$ cat src/rtl/bts_pkg.sv
// Shared types and constants of the token set engine.
package bts_pkg;

    // Width of the operation field and its codes.
    localparam int OP_W = 3;

    localparam logic [OP_W-1:0] OP_CLEAR  = 3'd0;
    localparam logic [OP_W-1:0] OP_ADD    = 3'd1;
    localparam logic [OP_W-1:0] OP_REMOVE = 3'd2;
    localparam logic [OP_W-1:0] OP_TEST   = 3'd3;
    localparam logic [OP_W-1:0] OP_MERGE  = 3'd4;
    localparam logic [OP_W-1:0] OP_COUNT  = 3'd5;
    localparam logic [OP_W-1:0] OP_DISJ   = 3'd6;

    // Field widths of the command word.
    localparam int SET_W   = 6;
    localparam int TOKEN_W = 8;

    // Result count field and its saturation value.
    localparam int COUNT_W = 9;
    localparam logic [COUNT_W-1:0] COUNT_MAX = 9'd511;

    // Queue between front and back; the depth is a power of two.
    localparam int QUEUE_DEPTH = 2;
    localparam int QPTR_W      = 1;

    // Classified operation as it travels from the front to the back.
    typedef struct packed {
        logic [OP_W-1:0] op;
        logic            a_ok;
        logic            b_ok;
        logic            c_ok;
        logic            tok_ok;
    } cmd_t;

endpackage

$ cat src/rtl/bts_queue.sv
// Small first-in first-out queue of classified words.
module bts_queue #(
    parameter int WIDTH = 8
) (
    input  logic             clk,
    input  logic             rst_n,
    input  logic             push,
    input  logic [WIDTH-1:0] din,
    input  logic             pop,
    output logic [WIDTH-1:0] dout,
    output logic             valid,
    output logic             full
);

    localparam int DEPTH = bts_pkg::QUEUE_DEPTH;
    localparam int PW    = bts_pkg::QPTR_W;

    logic [WIDTH-1:0] slot_reg [DEPTH];
    logic [PW-1:0]    wp_reg;
    logic [PW-1:0]    wp_next;
    logic [PW-1:0]    rp_reg;
    logic [PW-1:0]    rp_next;
    logic [PW:0]      cnt_reg;
    logic [PW:0]      cnt_next;

    assign valid = (cnt_reg != '0);
    assign full  = (cnt_reg == (PW + 1)'(DEPTH));
    assign dout  = slot_reg[rp_reg];

    always_comb
    begin
        wp_next  = push ? wp_reg + 1'b1 : wp_reg;
        rp_next  = pop ? rp_reg + 1'b1 : rp_reg;
        cnt_next = cnt_reg + (PW + 1)'(push) - (PW + 1)'(pop);
    end

    always_ff @(posedge clk or negedge rst_n)
    begin
        if (!rst_n)
        begin
            wp_reg  <= '0;
            rp_reg  <= '0;
            cnt_reg <= '0;
        end
        else
        begin
            wp_reg  <= wp_next;
            rp_reg  <= rp_next;
            cnt_reg <= cnt_next;
        end
    end

    always_ff @(posedge clk)
    begin
        if (push)
        begin
            slot_reg[wp_reg] <= din;
        end
    end

endmodule

$ cat config.mk
export PLATFORM = sky130hd
export DESIGN_NAME = bts_queue
export DESIGN_NICKNAME = d
export VERILOG_FILES = /design/src/rtl/bts_pkg.sv /design/src/rtl/bts_queue.sv
export SDC_FILE = /design/constraint.sdc
export NUM_CORES = 1
export LEC_CHECK = 0
export BUFFER_PORTS_ARGS = -buffer_cell sky130_fd_sc_hd__buf_2
export CAP_MARGIN = 20
export CORE_UTILIZATION = 41
export CTS_CLUSTER_DIAMETER = 200
export DETAILED_ROUTE_END_ITERATION = 8
export GPL_ROUTABILITY_DRIVEN = 0
export HOLD_SLACK_MARGIN = 0.06
export PLACE_DENSITY = 0.71
export SYNTH_ARGS = -nofsm -noshare
export SYNTH_HDL_FRONTEND = slang
export SYNTH_SLANG_ARGS = --single-unit
$ cat constraint.sdc
create_clock -name clk -period 3 [get_ports clk]
set_clock_uncertainty 0.15 [all_clocks]
set_input_delay 0 -clock clk [delete_from_list [all_inputs] [get_ports clk]]
set_output_delay 0 -clock clk [all_outputs]
set_load 0.05 [all_outputs]
======== Word level (Yosys, flattened, before mapping) ========
Memories as Yosys holds them, arrays and structs flattened.
Cells that the tools add are included.
storage, ports and cells
  memories ................................ 1
  input port bits ......................... 12
  word-level logic and storage cells ...... 12
  bits in writable memories ............... 16
  register bits after elaboration ......... 4
memories
  memory    depth  bits a word  read ports  clocked after memory_dff  wr ports  RTL line         source
  slot_reg  2      8            1           0                         1         bts_queue.sv:18  logic [WIDTH-1:0] slot_reg [DEPTH];
cells by class
  $add $sub $neg .......................... 4
  mux-type cells .......................... 2
  equal/unequal tests ..................... 1
  reductions and logical operators ........ 1
operators with widths
  kind                                         number
  1-bit adder, second input constant           2
  2-bit by 1-bit adder with 2-bit output       1
  2-bit == test, second input constant         1
  1-bit 2-to-1 mux                             2
  2-bit nonzero test                           1
  2-bit by 1-bit subtractor with 2-bit output  1

======== Longest topological paths before layout ========
Gate-level depths: netlist of the first run.
  depth in word-level cells ............... 2
  mapped depth ............................ 5
  depth with buffers taken out ............ 5

======== Worst setup path after synthesis of the first run ========
No wires, ideal clock.
  path type ............................... register to register
  from .................................... reg cnt_reg[0]
  to ...................................... reg cnt_reg[1]
  setup time .............................. 0.135 ns
  clock period less this slack ............ 1.455 ns
  cell stages (with the launch flop) ...... 6
  setup slack ............................. 1.545 ns
  arrival ................................. 1.170 ns
  path through ............................ dfrtp_1 > inv_1 > ha_1 > inv_1 > ha_1 > xor3_1
on the way
  word-level cells in the longest chain between the ends .. 2
RTL lines
  what                                         RTL line         source
  start: declaration                           bts_queue.sv:23  logic [PW:0] cnt_reg;
  start signal: assignment                     bts_queue.sv:49  cnt_reg <= cnt_next;
  2-bit by 1-bit adder with 2-bit output       bts_queue.sv:34  cnt_next = cnt_reg + (PW + 1)'(push) - (PW + 1)'(pop);
  2-bit by 1-bit subtractor with 2-bit output  bts_queue.sv:34
  named net cnt_next[1]                        bts_queue.sv:24  logic [PW:0] cnt_next;
The timed path passes the listed nets, and every way through them passes these cells.
A chain may end at the register's enable or synchronous reset.

======== Worst setup path after layout of the first run ========
  from .................................... reg rp_reg
  to ...................................... out dout[3]
on the way
  word-level cells in the longest chain between the ends .. 1
RTL lines
  what                      RTL line         source
  start: declaration        bts_queue.sv:21  logic [PW-1:0] rp_reg;
  start signal: assignment  bts_queue.sv:48  rp_reg <= rp_next;
  memory read 2 x 8 bit     n/a
  end: declaration          bts_queue.sv:10  output logic [WIDTH-1:0] dout,
Every way passes these cells.

==> metrics.txt, run 1 <==
run status=complete, no violations; Total Negative Setup Slacks=0 ns; synthesized area divided by synthesized cell count=20.27 sq um; largest fanout of any net on the critical path=9; Primary FF master, synth=edfxtp_1; Clock Path Buffers=2; combinational family with the most area after synthesis=multiplexers; number of input and output port buffers inserted=21; total global routing overflow=0; max cap viols=0; power density over cell area=a little over 1000 mW/mm^2; synth-to-layout area growth=36.73%; count of state elements after synthesis=20; element type at the critical path end=output port; FF+latch area=580.6 sq um; post-synthesis adder-cell area fraction=0.03086; largest cells by area after synthesis=edfxtp_1 (59%), mux2_4 (15%), dfrtp_1 (12%), ha_1 (3.1%), xor3_1 (2.9%); worst skew pair latency=0.30 ns; number of detailed-route iterations in the first pass=2; share of post-route cells with drive strength above 1=0.4474; Reg clk slew, reported paths=0.12 ns; post-synthesis cell count=40; wire length of the first global-routing pass=2063 um; Final Slew Violations=0; vias after detailed routing=443; pin count of the biggest net entering global routing=13; CTS buffer count=3; final worst slack=1.304 ns; library cell occupying the most area in the post-synthesis netlist=edfxtp_1; Power Total=1.127 mW; I/O pins=22; count of unique library cells instantiated by Yosys=11; final hold violation count=0; Lkg Pwr=around 0.48 nW; GRT Total Usage=0.1528; class of the tightest hold or removal check=in -> reg; Cell Rows=15; Root Buffer=clkbuf_4; detailed placement HPWL=829.2 um; DRC violation total after the first TritonRoute iteration=1; post-route design area=0.001109 sq mm; fmax=0.5896 GHz; final number of setup-violating endpoints=0; DRC violations left=0; commonest cells in the netlist=edfxtp_1 (16), mux2_4 (8), dfrtp_1 (4); fill cell count=130; Die Footprint=0.002159 sq mm; Placeable Area=~0.0018 sq mm; count of H-tree levels built during CTS=1; total wire length after detailed routing=approximately 1400 um; post-CTS resize count=0; initial antenna violation count=0; Synth top area share=0.5926; vias in the first global route=473; number of nets in the finished design=91; final antenna diode count=0; utilization after layout=0.6218; post-detailed-route via-to-cell ratio=4.386; worst voltage drop across the vdd grid=0.0005673 V; ANT nets after route=0; non-filler instance count after layout=101; number of placed instances, taps included=85; die width=46.47 um; Fin Hold WS=0.2707 ns; number of flip-flops in the largest register=16; number of synthesized flops with an enable pin=16; Yosys warnings=0; number of setup buffers added after CTS=0; Post-Place Cell Area=slightly above 900 sq um; startpoint class of the critical path=flip-flop; worst rel slew slack=0.4826; Post-synth ARST share=0.2000; RSZ-0062 raised after global routing=no; share of synthesized cell area in and, or, nand and nor gates=0.03086; transition time at the pin with the least slew margin=0.7745 ns; height of the chip=46.47 um; clock tree from TritonCTS=yes; worst setup timing slack at the placement stage=1.474 ns; worst path required time=roughly 2.9 ns; post-synthesis xor/xnor area fraction=0.05093; leading cell type by number of instances after synthesis=edfxtp_1; net count of the mapped netlist=54; post-synthesis compound-gate area fraction=0; number of sinks driven by the clock tree=20; multi-input logic area=211.5 sq um; multiplexer share of the synthesized area=0.1481; initial standard-cell utilization of the core=0.4547; final critical-path share of the clock period=0.5653; total standard cell area after synthesis=810.8 sq um; sequential-to-total area share from yosys stat=0.7160; type of the setup path with the least slack=reg -> out; data arrival time of the critical path=1.55 ns; min cycle time layout=1.696 ns; average wire per cell in the routed design=approximately 14 um
==> timing repair <==
action	CTS	global route
setup endpoints to repair	0	0
hold buffers	12	0
hold endpoints to repair	24	0
==> final timing paths <==
check,from,to,slack (ns),cells past startpoint
max in group asynchronous,rst_n,rp_reg,2.06,3
min reg2reg,wp_reg,wp_reg,0.35,1
min in group asynchronous,rst_n,cnt_reg[0],0.45,3
max,rp_reg,dout[3],1.30,2
min,din[0],slot_reg[1][0],0.27,2
max reg2reg,wp_reg,slot_reg[0][6],1.45,1
==> cell usage in the layout, fill, tap and decap left out, drive strengths merged <==
cell         synthesis  final
and2                 1      1
buf                  1     21
bufinv               0      1
clkbuf               0      3
dfrtp                4      4
dlygate4sd3          0     12
edfxtp              16     16
ha                   2      2
inv                  2      2
mux2                 8      8
nor2b                2      2
or2                  1      1
xor2                 2      2
xor3                 1      1
==> routing by layer <==
metal | track usage | routed length (um) | vias up
li1 | - | - | 216
met1 | 0.1589 | 520 | 211
met2 | 0.2750 | 769 | 14
met3 | 0.03529 | 69 | 2
met4 | 0.08824 | 7 | 0
met5 | 0 | 0 | -
==> power by group <==
part	internal [mW]	switching [mW]	total, mW
clock network	0.135	0.0839	0.219
logic	0.180	0.292	0.472
registers	0.378	0.0582	0.436
total	0.693	0.434	1.13
==> critical path, cell delays in order, from the launching register on <==
cell and delay [ns]:
dfrtp_1 0.69, mux2_4 0.35, buf_2 0.21
==> logic make-up after synthesis <==
logic type / Yosys count
adder cells (fa/ha/maj): 2
AND/OR/NAND/NOR: 4
buffers and inverters: 3
XOR/XNOR: 3
multiplexers: 8
flip-flops: 20
==> area by class of cell <==
class                           count  area share
Inverter                            2    0.006772
Clock buffer                        3     0.02032
Multi-Input combinational cell     17      0.1907
Sequential cell                    20      0.5237
Clock inverter                      1     0.02709
Tap cell                           25     0.02822
Timing Repair Buffer               33      0.2032
Note: power is estimated with default switching activity, not from simulation.
==> run 2: changes to the inputs <==
==> constraint.sdc (replaced) <==
create_clock -name clk -period 1.6 [get_ports clk]
set_clock_uncertainty 0.15 [all_clocks]
set_input_delay 0 -clock clk [delete_from_list [all_inputs] [get_ports clk]]
set_output_delay 0 -clock clk [all_outputs]
set_load 0.05 [all_outputs]
==> run 2 against run 1 <==
Against the previous run: non-clock buffer count grew 1; final cell count grew 0.99%; first-iteration DRC count grew to 7.0 times the previous value; hold slack gained 0.015 ns; sequential cell count is the same; largest cell class unchanged; register-to-register slack lost 1.4 ns; via count grew 1.8%; total power grew 73%; core utilization shrank 0.98 points; critical path depth is the same; sequential share of layout area grew 0.96 points; largest power group unchanged; sequential power grew 89%.
==> metrics.txt, run 2 (same netlist as run 1, synthesis figures left out) <==
I/O pins=22 (unchanged); net switching power=801.5 uW (+85%); Die Footprint=0.002159 sq mm (unchanged); type of the setup path with the least slack=reg -> out; count of H-tree levels built during CTS=1 (unchanged); Reg clk slew, reported paths=0.10 ns (-0.02 ns); CTS buffer count=3 (unchanged); run status=complete, no violations; Placeable Area=0.001783 sq mm (unchanged); final critical-path share of the clock period=0.9552; class of the tightest hold or removal check=in -> reg; number of input and output port buffers inserted=21 (unchanged); largest fanout of any net on the critical path=9 (unchanged); Clock Path Buffers=2 (unchanged); Total Negative Setup Slacks=0 ns (unchanged); Post-Place Cell Area=943.4 sq um (+0.80%); wire length of the first global-routing pass=2139 um (+3.7%); initial standard-cell utilization of the core=0.4547 (unchanged); Power Total=1.954 mW (+73%); startpoint class of the critical path=flip-flop; element type at the critical path end=output port; min cycle time layout=1.528 ns; Root Buffer=clkbuf_4; die width=46.47 um (unchanged); number of detailed-route iterations in the first pass=4 (+2); GRT Total Usage=0.1559 (+0.003063); max cap viols=0 (unchanged); height of the chip=46.47 um (unchanged); transition time at the pin with the least slew margin=0.4033 ns (-0.3712 ns); detailed placement HPWL=871.6 um (+5.1%); Cell Int Power=1.153 mW (+66%); final hold violation count=0 (unchanged); power density over cell area=1791 mW/mm^2 (+76%); ANT nets after route=0 (unchanged); clock tree from TritonCTS=yes; register share of total power=0.422 (+0.035); final antenna diode count=0 (unchanged); vias in the first global route=516 (+9.1%); worst voltage drop across the vdd grid=0.0009613 V (+69%); number of sinks driven by the clock tree=20 (unchanged); commonest non-fill, non-tap cell in the layout=buf_2; switching power as a share of total power=0.4102 (+0.02491); vias after detailed routing=451 (+1.8%); number of nets in the finished design=92 (+1.1%); worst path required time=1.45 ns (-1.40 ns); average wire per cell in the routed design=13.49 um (-0.26%); proportion of power drawn by the clock network=0.120 (-0.074); synth-to-layout area growth=34.57%; post-detailed-route via-to-cell ratio=4.422 (+0.81%); total wire length after detailed routing=1376 um (+0.73%); Final Slew Violations=0 (unchanged); DRC violation total after the first TritonRoute iteration=7 (+6); post-route design area=0.001091 sq mm (-1.6%); data arrival time of the critical path=1.38 ns (-0.17 ns); number of flip-flops in the largest register=16 (unchanged); pin count of the biggest net entering global routing=12 (-1); initial antenna violation count=0 (unchanged); Cell Rows=15 (unchanged); worst skew pair latency=0.29 ns (about the same); combinational cell fraction of total power=0.458 (+0.039); number of setup buffers added after CTS=0 (unchanged); worst rel slew slack=0.7312 (+0.2485); fmax=0.6543 GHz; Lkg Pwr=0.4737 nW (-1.8%); RSZ-0062 raised after global routing=no; highest-count cells in the layout ignoring fill and taps=buf_2 (21), edfxtp_1 (16), dlygate4sd3_1 (12); final number of setup-violating endpoints=0 (unchanged); total global routing overflow=0 (unchanged); DRC violations left=0 (unchanged); share of post-route cells with drive strength above 1=0.4545 (+0.007177)
## run 2: changes by cell type in the layout (fill, tap and decap cells not counted), sizes merged
cell    delta
clkbuf     +1
buf        +1
bufinv     -1
## run 2: power groups by stage
stage	registers, mW	logic (mW)	clock network, mW
2_1_floorplan	0.761	0.800	0
3_3_place_gp	0.821	0.870	0
3_5_place_dp	0.833	0.879	0
4_1_cts	0.826	0.900	0.242
5_1_grt	0.839	0.950	0.271
6_report	0.825	0.895	0.234
## run 2: area by class of cell
cell class,count,area [sq um]
timing repair buffer,34,232.7
multi-input combinational,17,211.5
inverter,2,7.507
clock buffer,4,26.28
tap,25,31.28
sequential,20,581.8
fill,143,691.9
## run 2: worst paths after layout
| check | startpoint | end | slack [ns] | cells past startpoint |
|---|---|---|---|---|
| worst min register to register | wp_reg | wp_reg | 0.38 | 1 |
| worst min-delay path | din[4] | slot_reg[1][4] | 0.29 | 2 |
| worst max register to register | cnt_reg[0] | cnt_reg[1] | 0.09 | 5 |
| worst max-delay path | rp_reg | dout[4] | 0.07 | 2 |
| min in group asynchronous | rst_n | cnt_reg[0] | 0.46 | 3 |
| max in group asynchronous | rst_n | rp_reg | 0.64 | 3 |
## run 2: timing repair
action,CTS,global route
hold buffers,12,0
resized for setup,1,0
setup endpoints to repair,8,0
endpoints found under the hold margin,24,0
## run 2: routing by layer
layer | vias to the layer above | track usage | share of wire
met1 | 210 | 0.1477 | 0.39
met3 | 4 | 0.04706 | 0.045
met5 | - | 0 | 0
met4 | 0 | 0.1059 | 0.031
li1 | 219 | - | -
met2 | 18 | 0.2806 | 0.53
## run 2: metrics by stage
step                      hold WS [ns]  setup slack [ns]  std cells    util
after floorplan                -0.4456            0.1446         40       -
final                           0.2860           0.07169        102  0.6119
after global routing            0.2668           0.01101        102  0.6119
after CTS                       0.2721           0.05997        102  0.6119
after global placement         -0.3404            0.1333         86  0.5291
after detailed placement       -0.3378           0.09559         86  0.5291
## run 2: worst max-delay path, cell delays in order, from the launching register on
cell,delay (ns)
dfrtp_2,0.55
mux2_4,0.33
buf_2,0.21
